<file path="src/rtl/rrp_pkg.sv">
package rrp_pkg;

	localparam logic [7:0] MODE_ABS64      = 8'd2;
	localparam logic [7:0] MODE_BRANCH     = 8'd16;
	localparam logic [7:0] MODE_JAL        = 8'd17;
	localparam logic [7:0] MODE_CALL       = 8'd18;
	localparam logic [7:0] MODE_CALL_PLT   = 8'd19;
	localparam logic [7:0] MODE_HI20       = 8'd23;
	localparam logic [7:0] MODE_LO12_I     = 8'd24;
	localparam logic [7:0] MODE_LO12_S     = 8'd25;
	localparam logic [7:0] MODE_ADD32      = 8'd35;
	localparam logic [7:0] MODE_SUB32      = 8'd39;
	localparam logic [7:0] MODE_RVC_BRANCH = 8'd44;
	localparam logic [7:0] MODE_RVC_JUMP   = 8'd45;
	localparam logic [7:0] MODE_RELAX      = 8'd51;

	localparam logic [1:0] ST_PATCHED = 2'd0;
	localparam logic [1:0] ST_RELAX   = 2'd1;
	localparam logic [1:0] ST_UNKNOWN = 2'd2;
	localparam logic [1:0] ST_NO_PAIR = 2'd3;

	localparam logic [31:0] HI_ROUND = 32'h0000_0800;
	localparam logic [31:0] HI_MASK  = 32'hffff_f000;

	typedef enum logic [3:0] {
		OP_ABS64,
		OP_HI20,
		OP_JAL,
		OP_CALL,
		OP_BRANCH,
		OP_RVC_JUMP,
		OP_RVC_BRANCH,
		OP_RELAX,
		OP_ADD32,
		OP_SUB32,
		OP_LO12_I,
		OP_LO12_S,
		OP_UNKNOWN
	} op_t;

	// Stage 1 beat: target formed, operands carried.
	typedef struct packed {
		logic [7:0]  mode;
		logic [63:0] tgt;
		logic [31:0] loc_lo;
		logic [31:0] w0;
		logic [31:0] w1;
		logic [11:0] pair_lo;
		logic        found;
	} s1_t;

	// Stage 2 beat: decoded op and PC-relative offset.
	typedef struct packed {
		op_t         op;
		logic [63:0] tgt;
		logic [31:0] off;
		logic [31:0] w0;
		logic [31:0] w1;
		logic [11:0] pair_lo;
		logic        found;
	} s2_t;

	// Result beat.
	typedef struct packed {
		logic [31:0] new_low;
		logic [31:0] new_high;
		logic        write_high;
		logic        half_only;
		logic [1:0]  status;
	} res_t;

	function automatic op_t decode(input logic [7:0] mode);
		op_t op;
		case (mode)
			MODE_ABS64:                op = OP_ABS64;
			MODE_HI20:                 op = OP_HI20;
			MODE_JAL:                  op = OP_JAL;
			MODE_CALL, MODE_CALL_PLT:  op = OP_CALL;
			MODE_BRANCH:               op = OP_BRANCH;
			MODE_RVC_JUMP:             op = OP_RVC_JUMP;
			MODE_RVC_BRANCH:           op = OP_RVC_BRANCH;
			MODE_RELAX:                op = OP_RELAX;
			MODE_ADD32:                op = OP_ADD32;
			MODE_SUB32:                op = OP_SUB32;
			MODE_LO12_I:               op = OP_LO12_I;
			MODE_LO12_S:               op = OP_LO12_S;
			default:                   op = OP_UNKNOWN;
		endcase
		return op;
	endfunction

endpackage

</file>
<file path="src/rtl/rrp_sum.sv">
module rrp_sum (
	input  logic                clk,
	input  logic                arst_n,
	input  logic                en,
	input  logic                in_v,
	input  logic [7:0]          mode,
	input  logic [63:0]         location,
	input  logic [63:0]         symbol_value,
	input  logic signed [63:0]  addend,
	input  logic [31:0]         word_low,
	input  logic [31:0]         word_high,
	input  logic signed [31:0]  pair_offset,
	input  logic                pair_found,
	output logic                v_s1,
	output rrp_pkg::s1_t        d_s1
);

	always_ff @(posedge clk or negedge arst_n) begin
		if (!arst_n) begin
			v_s1 <= 1'b0;
		end else if (en) begin
			v_s1 <= in_v;
		end
	end

	// Form the 64-bit target; only the low word of the address is needed later.
	always_ff @(posedge clk) begin
		if (en) begin
			d_s1.mode    <= mode;
			d_s1.tgt     <= symbol_value + $unsigned(addend);
			d_s1.loc_lo  <= location[31:0];
			d_s1.w0      <= word_low;
			d_s1.w1      <= word_high;
			d_s1.pair_lo <= pair_offset[11:0];
			d_s1.found   <= pair_found;
		end
	end

endmodule

</file>
<file path="src/rtl/rrp_offset.sv">
module rrp_offset (
	input  logic         clk,
	input  logic         arst_n,
	input  logic         en,
	input  logic         v_s1,
	input  rrp_pkg::s1_t d_s1,
	output logic         v_s2,
	output rrp_pkg::s2_t d_s2
);

	always_ff @(posedge clk or negedge arst_n) begin
		if (!arst_n) begin
			v_s2 <= 1'b0;
		end else if (en) begin
			v_s2 <= v_s1;
		end
	end

	// Offset is taken mod 2^32, so the low words suffice.
	always_ff @(posedge clk) begin
		if (en) begin
			d_s2.op      <= rrp_pkg::decode(d_s1.mode);
			d_s2.tgt     <= d_s1.tgt;
			d_s2.off     <= d_s1.tgt[31:0] - d_s1.loc_lo;
			d_s2.w0      <= d_s1.w0;
			d_s2.w1      <= d_s1.w1;
			d_s2.pair_lo <= d_s1.pair_lo;
			d_s2.found   <= d_s1.found;
		end
	end

endmodule

</file>
<file path="src/rtl/rrp_patch.sv">
module rrp_patch (
	input  logic          clk,
	input  logic          arst_n,
	input  logic          en,
	input  logic          v_s2,
	input  rrp_pkg::s2_t  d_s2,
	output logic          v_s3,
	output rrp_pkg::res_t r_s3
);

	logic [31:0]   hi;
	logic [31:0]   off;
	logic [31:0]   w0;
	logic [31:0]   w1;
	logic [11:0]   pl;
	rrp_pkg::res_t r;

	assign off = d_s2.off;
	assign w0  = d_s2.w0;
	assign w1  = d_s2.w1;
	assign pl  = d_s2.pair_lo;
	assign hi  = (off + rrp_pkg::HI_ROUND) & rrp_pkg::HI_MASK;

	// Low 12 bits of (x - hi_part(x)) are just the low 12 bits of x.
	always_comb begin
		r.new_low    = w0;
		r.new_high   = w1;
		r.write_high = 1'b0;
		r.half_only  = 1'b0;
		r.status     = rrp_pkg::ST_PATCHED;
		case (d_s2.op)
			rrp_pkg::OP_ABS64: begin
				r.new_low    = d_s2.tgt[31:0];
				r.new_high   = d_s2.tgt[63:32];
				r.write_high = 1'b1;
			end
			rrp_pkg::OP_HI20: begin
				r.new_low = {hi[31:12], w0[11:0]};
			end
			rrp_pkg::OP_JAL: begin
				r.new_low = {off[20], off[10:1], off[11], off[19:12], w0[11:0]};
			end
			rrp_pkg::OP_CALL: begin
				r.new_low    = {hi[31:12], w0[11:0]};
				r.new_high   = {off[11:0], w1[19:0]};
				r.write_high = 1'b1;
			end
			rrp_pkg::OP_BRANCH: begin
				r.new_low = {off[12], off[10:5], w0[24:12], off[4:1], off[11], w0[6:0]};
			end
			rrp_pkg::OP_RVC_JUMP: begin
				r.new_low   = {w0[31:13], off[11], off[4], off[9:8], off[10], off[6],
					off[7], off[3:1], off[5], w0[1:0]};
				r.half_only = 1'b1;
			end
			rrp_pkg::OP_RVC_BRANCH: begin
				r.new_low   = {w0[31:13], off[8], off[4:3], w0[9:7], off[7:6], off[2:1],
					off[5], w0[1:0]};
				r.half_only = 1'b1;
			end
			rrp_pkg::OP_RELAX: begin
				r.status = rrp_pkg::ST_RELAX;
			end
			rrp_pkg::OP_ADD32: begin
				r.new_low = w0 + d_s2.tgt[31:0];
			end
			rrp_pkg::OP_SUB32: begin
				r.new_low = w0 - d_s2.tgt[31:0];
			end
			rrp_pkg::OP_LO12_I: begin
				if (d_s2.found) begin
					r.new_low = {pl, w0[19:0]};
				end else begin
					r.status = rrp_pkg::ST_NO_PAIR;
				end
			end
			rrp_pkg::OP_LO12_S: begin
				if (d_s2.found) begin
					r.new_low = {pl[11:5], w0[24:12], pl[4:0], w0[6:0]};
				end else begin
					r.status = rrp_pkg::ST_NO_PAIR;
				end
			end
			default: begin
				r.status = rrp_pkg::ST_UNKNOWN;
			end
		endcase
	end

	always_ff @(posedge clk or negedge arst_n) begin
		if (!arst_n) begin
			v_s3 <= 1'b0;
		end else if (en) begin
			v_s3 <= v_s2;
		end
	end

	always_ff @(posedge clk) begin
		if (en) begin
			r_s3 <= r;
		end
	end

endmodule

</file>
<file path="src/rtl/riscv_relocation_patcher_top.sv">
// Each input beat passes the stage 1, stage 2 and result registers before it leaves as a result beat.
// Throughput: one relocation per cycle while out_ready is high; every stage holds one beat.
// Stages: target add, offset subtract and type decode, immediate scatter and word select.
// Reset (arst_n low, asynchronous) clears all stage valid bits; payload is not reset.
module riscv_relocation_patcher_top (
	input  logic               clk,
	input  logic               arst_n,
	input  logic               in_valid,
	output logic               in_ready,
	input  logic [7:0]         mode,
	input  logic [63:0]        location,
	input  logic [63:0]        symbol_value,
	input  logic signed [63:0] addend,
	input  logic [31:0]        word_low,
	input  logic [31:0]        word_high,
	input  logic signed [31:0] pair_offset,
	input  logic               pair_found,
	output logic               out_valid,
	input  logic               out_ready,
	output logic [31:0]        new_low,
	output logic [31:0]        new_high,
	output logic               write_high,
	output logic               half_only,
	output logic [1:0]         status
);

	logic          v_s1;
	logic          v_s2;
	logic          v_s3;
	logic          en1;
	logic          en2;
	logic          en3;
	rrp_pkg::s1_t  d_s1;
	rrp_pkg::s2_t  d_s2;
	rrp_pkg::res_t r_s3;

	// A stage loads when it is empty or its beat moves on in the same cycle.
	// Bubbles collapse, so a stalled output still lets upstream stages fill.
	assign en3      = !v_s3 || out_ready;
	assign en2      = !v_s2 || en3;
	assign en1      = !v_s1 || en2;
	assign in_ready = en1;

	// Stage 1: 64-bit target = symbol value + addend.
	rrp_sum u_sum (
		.clk          (clk),
		.arst_n       (arst_n),
		.en           (en1),
		.in_v         (in_valid),
		.mode         (mode),
		.location     (location),
		.symbol_value (symbol_value),
		.addend       (addend),
		.word_low     (word_low),
		.word_high    (word_high),
		.pair_offset  (pair_offset),
		.pair_found   (pair_found),
		.v_s1         (v_s1),
		.d_s1         (d_s1)
	);

	// Stage 2: 32-bit PC-relative offset and type decode.
	rrp_offset u_offset (
		.clk    (clk),
		.arst_n (arst_n),
		.en     (en2),
		.v_s1   (v_s1),
		.d_s1   (d_s1),
		.v_s2   (v_s2),
		.d_s2   (d_s2)
	);

	// Stage 3: HI20 rounding, immediate scatter, result register.
	rrp_patch u_patch (
		.clk    (clk),
		.arst_n (arst_n),
		.en     (en3),
		.v_s2   (v_s2),
		.d_s2   (d_s2),
		.v_s3   (v_s3),
		.r_s3   (r_s3)
	);

	// Drive the result beat straight from the last stage register.
	assign out_valid  = v_s3;
	assign new_low    = r_s3.new_low;
	assign new_high   = r_s3.new_high;
	assign write_high = r_s3.write_high;
	assign half_only  = r_s3.half_only;
	assign status     = r_s3.status;

endmodule

</file>
<file path="config.mk">
export PLATFORM = sky130hd
export DESIGN_NAME = riscv_relocation_patcher_top
export DESIGN_NICKNAME = d
export VERILOG_FILES = /design/src/rtl/rrp_pkg.sv /design/src/rtl/rrp_sum.sv /design/src/rtl/rrp_offset.sv /design/src/rtl/rrp_patch.sv /design/src/rtl/riscv_relocation_patcher_top.sv
export SDC_FILE = /design/constraint.sdc
export NUM_CORES = 1
export LEC_CHECK = 0
export BUFFER_PORTS_ARGS = -buffer_cell sky130_fd_sc_hd__buf_2
export CAP_MARGIN = 40
export CORE_MARGIN = 2
export CORE_UTILIZATION = 45
export DETAILED_ROUTE_END_ITERATION = 10
export HOLD_SLACK_MARGIN = 0.03
export PLACE_DENSITY = 0.79
export RECOVER_POWER = 50
export SETUP_SLACK_MARGIN = 0.15
export SKIP_CTS_REPAIR_TIMING = 1
export SLEW_MARGIN = 10
export SYNTH_ARGS = -nofsm -noshare
export SYNTH_HDL_FRONTEND = slang
export SYNTH_SLANG_ARGS = --single-unit
</file>
<file path="constraint.sdc">
create_clock -name clk -period 8.1 [get_ports clk]
set_input_delay 1.62 -clock clk [delete_from_list [all_inputs] [get_ports clk]]
set_output_delay 1.62 -clock clk [all_outputs]
set_load 0.02 [all_outputs]
</file>
# --- Yosys cells after proc, flatten, opt, wreduce, memory -nomap -nowiden ---
# Memories as Yosys holds them, arrays and structs flattened. A register that Yosys moved wholly into a read port is not among the register bits.
# Index checks and enable logic that the tools add are counted.
# Widths: inputs -> output; s select.
word_totals:
  regBits: 425
  rom_bits: 256
  input_bits: 301
  out_inout_bits: 70
  word_cells: 58
  mem_count: 1
memory_table:
  columns: ["name", "words", "word_bits", "rd", "rd_ports_with_merged_regs", "wr", "line", "rtl"]
  rows:
  - ["(no name shown)", 64, 4, 1, 1, 0, "rrp_pkg.sv:74", "case (mode)"]
classes:
  addsub: 5
  n_eq_ne: 11
  muxes: 7
  reduce_logical: 13
ops:
  columns: ["cell", "count"]
  rows:
  - ["$pmux 32 s10", 1]
  - ["$pmux 33 s2", 1]
  - ["$add 64x64->64", 1]
  - ["$mux 32", 2]
  - ["$sub 32x32->32", 2]
  - ["$add 32x12->32 const B", 1]
  - ["$add 32x32->32", 1]
  - ["$eq 4x3->1 const B", 4]
  - ["$eq 4x4->1 const B", 4]
  - ["$reduce_or 9->1", 1]
  - ["$eq 4x2->1 const B", 2]
  - ["$pmux 2 s3", 1]
  - ["$reduce_or 2->1", 3]
  - ["$eq 4x1->1 const B", 1]
  - ["$logic_not 1->1", 4]
  - ["$logic_not 4->1", 1]
  - ["$logic_or 1x1->1", 3]
  - ["$logic_not 2->1", 1]
  - ["$mux 2", 1]
  - ["$mux 1", 1]

# --- Logic depth before layout (Yosys ltp) ---
depth:
  word_depth: 4
  depth_mapped: 21
  mapped_depth_nobuf: 19

# --- Hierarchy ---
# Synthesis repeated with hierarchy kept, for this count alone.
unflattened:
  cells_unflattened: 2062
  area_unflattened_um2: 23699.0
by_module_without_submodules:
  columns: ["mod", "n_inst", "cells_each", "area_each_um2", "seq_area_each_um2"]
  rows:
  - ["rrp_sum", 1, 737, 9220.1, 5460.2]
  - ["rrp_offset", 1, 499, 7482.2, 5340.1]
  - ["rrp_patch", 1, 823, 6974.2, 2067.0]
  - ["riscv_relocation_patcher_top", 1, 3, 22.5, 0.0]

# --- Worst setup path before layout ---
# Ideal clock, no wire load.
synth_path:
  path_type: "in2reg"
  startpoint: "in out_ready"
  endpoint: "reg u_sum.d_s1[0] (netlist name)"
  setup_ns: 2.372
  arrival_time_ns: 6.805
  required_time_ns: 5.728
  path_slack_ns: -1.076
  stages: 1
  path_buffers: 0
  cell_sequence: "nand4b_1"
synth_between:
  elab_chain_len: 3
synth_lines:
  columns: ["element", "line", "rtl"]
  rows:
  - ["from (decl)", "riscv_relocation_patcher_top.sv:19", "input logic out_ready,"]
  - ["$logic_or 1x1->1", "riscv_relocation_patcher_top.sv:39", "assign en3 = !v_s3 || out_ready;"]
  - ["$logic_or 1x1->1", "riscv_relocation_patcher_top.sv:40", "assign en2 = !v_s2 || en3;"]
  - ["$logic_or 1x1->1", "riscv_relocation_patcher_top.sv:41", "assign en1 = !v_s1 || en2;"]
# No other way between the ends.
# A chain may end at the register's enable or synchronous reset.

==> results by stage <==
GRT:
- The global-route wire length before repair is 92.7 mm.
- The initial antenna violation count is 7.
- The via count of the first global-routing pass is 16600.
- For this run, the total global-route usage over all layers was measured as 0.225.
- The pin count of the biggest net entering global routing is 179.
- Global routing finished with a remaining overflow of 0.

Floorplan:
- The I/O pin count is 371.
- The die height is about 230 µm.
- The horizontal extent of the die is 230 µm.
- The die covers 52800 µm².
- The region available for standard cell placement spans 50300 µm².
- The floorplan has 82 rows.
- For this configuration, the core starts out at a cell density of 0.457.

Clock tree:
- The cell at the root of the clock tree is sky130_fd_sc_hd__clkbuf_16.
- The clock input transition at the sequential cells of the worst setup and hold paths is 0.06 ns.
- TritonCTS built the clock tree.
- The maximum number of buffers from clock root to sink is 3.
- The number of clock sinks seen by CTS is 429.
- The level count of the clock H-tree is 2.
- The clock latency reported for the late side of the worst-skew pair is 0.57 ns.
- The CTS buffer count is 44.

Timing:
- The total count of max-transition violations in the final report is about 340.
- The maximum clock frequency is 163 MHz.
- The headroom to the max-slew limit is -2.11.
- Clock skew on the completed layout was measured at approximately 0.020 ns.
- Setup repair after global routing left no endpoint under its margin.
- For the pin with the worst max-slew slack, the measured transition is 4.67 ns.
- The final number of hold-violating endpoints is 0.
- The worst path in the final design needs a cycle of 6.12 ns, including I/O delays and setup.
- The total setup violations reported at the end of the flow is 0.
- The ratio of final minimum period to clock period is 0.756.
- Summed over all failing endpoints, the final setup total negative slack is 0 ns.

Synthesis:
- Of the post-synthesis cell area, the dominant cell type holds 0.557.
- The cell area after synthesis is between 20000 and 25000 µm².
- The mean cell area of the mapped netlist is 11.7 µm².
- The Yosys warning count is 0.
- The largest area contributor in the synthesized netlist is sky130_fd_sc_hd__edfxtp_1.
- By count the netlist is led by 426 x sky130_fd_sc_hd__edfxtp_1, 166 x sky130_fd_sc_hd__nand2_1, 163 x sky130_fd_sc_hd__a21oi_1.
- After synthesis, the cell types taking the most area are sky130_fd_sc_hd__edfxtp_1 56%, sky130_fd_sc_hd__ha_1 6.9%, sky130_fd_sc_hd__xnor2_1 3.9%, sky130_fd_sc_hd__a21oi_1 3.6%, sky130_fd_sc_hd__nand2_1 2.7%.
- Synthesis produced a netlist with a net count of 2399.
- The number of synthesized register bits is about 430.
- In the synthesized netlist the async set-or-reset flop fraction comes to 0.00699.
- The number of library cell types mapped by synthesis is 94.
- The predominant post-synthesis flop cell is sky130_fd_sc_hd__edfxtp_1.
- The number of enable flip-flop cells after synthesis is 426.
- The part of the Yosys area used for sequential elements is 0.561.
- Synthesis handed over a netlist of 1968 instances.
- The most common cell in the netlist is sky130_fd_sc_hd__edfxtp_1.

Status:
- The final reports fail on capacitance limit, slew limit.
- The run finished, with violations left.

Routing:
- After detailed routing, the average wire length per cell comes to between 20 and 25 µm.
- The routed wire length is 61.0 mm.
- The first detailed-routing pass ran for 7 iterations.
- The via-per-instance ratio is between 5 and 6.
- The remaining antenna violation count after routing is 0.
- The total via count in the routed design is 17100.
- In the routed design, unresolved DRC markers number 0.
- The initial DRC count is between 1500 and 2000.

Placed design:
- The placed wire-length estimate after detailed placement is about 46 mm.
- The congestion estimate from routability-driven global placement came to 0.954.
- The cell area reported after detailed placement is 25300 µm².
- The count of buffers added on input and output ports is around 320.

Setup path:
- By startpoint and endpoint, the worst setup path is classified as flip-flop to flip-flop.
- The master of the slowest instance on the critical path is sky130_fd_sc_hd__edfxtp_1.
- Data on the critical path is required at its endpoint by 8.41 ns.
- The capturing element type of the critical path is a flip-flop.
- At the worst endpoint, the arrival time is roughly 6.4 ns.
- The critical path goes through clkinv_1, nor2_1, and3_1, nor2_1, xnor2_1, ha_1, nor2b_1, o31a_1, o311a_1, a211oi_2, a21oi_1, o21ai_1, nand2b_1, a31oi_1, xnor2_1, a221oi_1, a21oi_1.
- The cell family contributing the most delay on the critical path is compound AO/OA/AOI/OAI gates.
- The worst setup path is launched from a flip-flop.
- The total buffers and inverters traversed by the critical path is 1.
- The largest stage delay on the critical path is 0.97 ns.
- The maximum fanout count along the critical path is 22.

Power and ir drop:
- The worst-case IR drop observed on VDD is 0.135 mV.
- For this design the static power due to leakage is approximately 11 nW.
- Dividing total power by cell area gives a power density of 258 nW/µm².
- The overall power after layout is 0.00687 W.

Min path:
- The path type of the worst min-delay path is flip-flop to flip-flop.

Layout:
- Once layout is done, the placed cells without fillers occupy 26600 µm².
- In the final layout, the share of cells above drive strength 1 is 0.177.
- The signed area change from the synthesized netlist to the final layout is 15.8%.
- The net count of the finished layout is about 2700.
- The fill cell instance count of the final layout is 4382.

Job:
- Across the run, the number of max-cap violations was 5.
## where the power goes
group | leakage [nW] | total, W | internal, W | switching, W
logic | 5.69 | 0.00166 | 0.000682 | 0.000981
registers | 4.37 | 0.00328 | 0.00296 | 0.000325
clock network | 0.653 | 0.00192 | 0.00112 | 0.000808
## through the flow
| stage | utilization | setup slack [ns] | cells | hold slack, ns |
|---|---|---|---|---|
| floorplan | - | -1.08 | 1968 | 0.400 |
| global route | 0.529 | 1.66 | 2992 | 0.420 |
| detailed placement | 0.503 | 2.21 | 2911 | 0.405 |
| CTS | 0.530 | 2.19 | 2986 | 0.414 |
| finish | 0.529 | 1.98 | 2993 | 0.414 |
| global placement | 0.502 | 2.31 | 2908 | 0.400 |
## placed cells by master, fill, tap and decap left out, types with 8 or more instances in the layout
cell,count
sky130_fd_sc_hd__edfxtp_1,426
sky130_fd_sc_hd__buf_2,291
sky130_fd_sc_hd__nand2_1,166
sky130_fd_sc_hd__a21oi_1,163
sky130_fd_sc_hd__nor2_1,130
sky130_fd_sc_hd__ha_1,127
sky130_fd_sc_hd__o21ai_0,103
sky130_fd_sc_hd__xnor2_1,103
sky130_fd_sc_hd__inv_1,81
sky130_fd_sc_hd__xor2_1,57
sky130_fd_sc_hd__a21o_1,57
sky130_fd_sc_hd__nand3_1,45
sky130_fd_sc_hd__clkbuf_16,45
sky130_fd_sc_hd__clkbuf_1,43
sky130_fd_sc_hd__nor3_1,31
sky130_fd_sc_hd__o21a_1,24
sky130_fd_sc_hd__a22oi_1,24
sky130_fd_sc_hd__nand2b_1,22
sky130_fd_sc_hd__mux2_2,20
sky130_fd_sc_hd__o21bai_1,19
sky130_fd_sc_hd__and3_1,18
sky130_fd_sc_hd__nand4_1,18
sky130_fd_sc_hd__a211oi_1,18
sky130_fd_sc_hd__o21ai_1,17
sky130_fd_sc_hd__nor2b_1,17
sky130_fd_sc_hd__a31oi_1,16
sky130_fd_sc_hd__mux2i_1,14
sky130_fd_sc_hd__a221oi_1,13
sky130_fd_sc_hd__o31ai_1,12
sky130_fd_sc_hd__buf_4,12
sky130_fd_sc_hd__o22ai_1,10
sky130_fd_sc_hd__o211ai_1,10
sky130_fd_sc_hd__and2_1,8
## layout make-up
type                    instances  area, µm²  share of cell area
flip-flops and latches        429      12900               0.484
multi-input cells            1391       9520               0.358
repair buffers                335       1670              0.0627
clock buffers                  57       1170              0.0441
well taps                     672        841              0.0316
inverters                      84        315              0.0119
clock inverters                18        185             0.00697
diodes                          7       17.5            0.000659
## final timing paths
| check | startpoint | to | slack [ns] | cells after the start |
|---|---|---|---|---|
| setup / recovery | u_offset.d_s2[176]$_SDFFCE_PP1P_ | u_patch.r_s3[60]$_DFFE_PP_ | 1.98 | 17 |
| setup reg to reg | u_offset.d_s2[176]$_SDFFCE_PP1P_ | u_patch.r_s3[60]$_DFFE_PP_ | 1.98 | 17 |
| max in group asynchronous | arst_n | u_offset.v_s2$_DFFE_PN0P_ | 7.08 | 1 |
| hold reg to reg | u_sum.d_s1[160]$_DFFE_PP_ | u_offset.d_s2[160]$_DFFE_PP_ | 0.41 | 0 |
| min in group asynchronous | arst_n | u_sum.v_s1$_DFFE_PN0P_ | 0.85 | 1 |
| hold / removal | u_sum.d_s1[160]$_DFFE_PP_ | u_offset.d_s2[160]$_DFFE_PP_ | 0.41 | 0 |
## flip-flops by register name, summed over array words and instances (netlist names)
name and flops:
u_offset.d_s2 177, u_offset.v_s2 1, u_patch.r_s3 68, u_patch.v_s3 1, u_sum.d_s1 181, u_sum.v_s1 1
## routing by layer
layer,routed length (µm),GRT usage,up-vias
met4,1970,0.0823,2
met1,26500,0.314,8188
li1,-,-,8090
met2,28600,0.361,708
met5,13,0,-
met3,3920,0.0289,136
## worst register-to-register path: stages (launching register included)
cell and delay (ns):
sky130_fd_sc_hd__edfxtp_1 0.97, sky130_fd_sc_hd__clkinv_1 0.56, sky130_fd_sc_hd__nor2_1 0.52, sky130_fd_sc_hd__and3_1 0.61
sky130_fd_sc_hd__nor2_1 0.11, sky130_fd_sc_hd__xnor2_1 0.16, sky130_fd_sc_hd__ha_1 0.34, sky130_fd_sc_hd__nor2b_1 0.17
sky130_fd_sc_hd__o31a_1 0.28, sky130_fd_sc_hd__o311a_1 0.31, sky130_fd_sc_hd__a211oi_2 0.46, sky130_fd_sc_hd__a21oi_1 0.33
sky130_fd_sc_hd__o21ai_1 0.28, sky130_fd_sc_hd__nand2b_1 0.13, sky130_fd_sc_hd__a31oi_1 0.22, sky130_fd_sc_hd__xnor2_1 0.11
sky130_fd_sc_hd__a221oi_1 0.26, sky130_fd_sc_hd__a21oi_1 0.06
## logic make-up (layout without fill, tap and decap cells)
| kind of cell | Yosys count | in the layout | synth area share |
|---|---|---|---|
| compound gates | 565 | 565 | 0.162 |
| xor+xnor | 160 | 160 | 0.0610 |
| fa+ha+maj | 130 | 130 | 0.0718 |
| buf+inv | 148 | 494 | 0.0249 |
| flops | 429 | 429 | 0.561 |
| mux | 34 | 34 | 0.0159 |
| other cells | 0 | 7 | 0 |
| simple gates | 502 | 502 | 0.103 |
No activity file was read; power rests on OpenSTA's default activity.
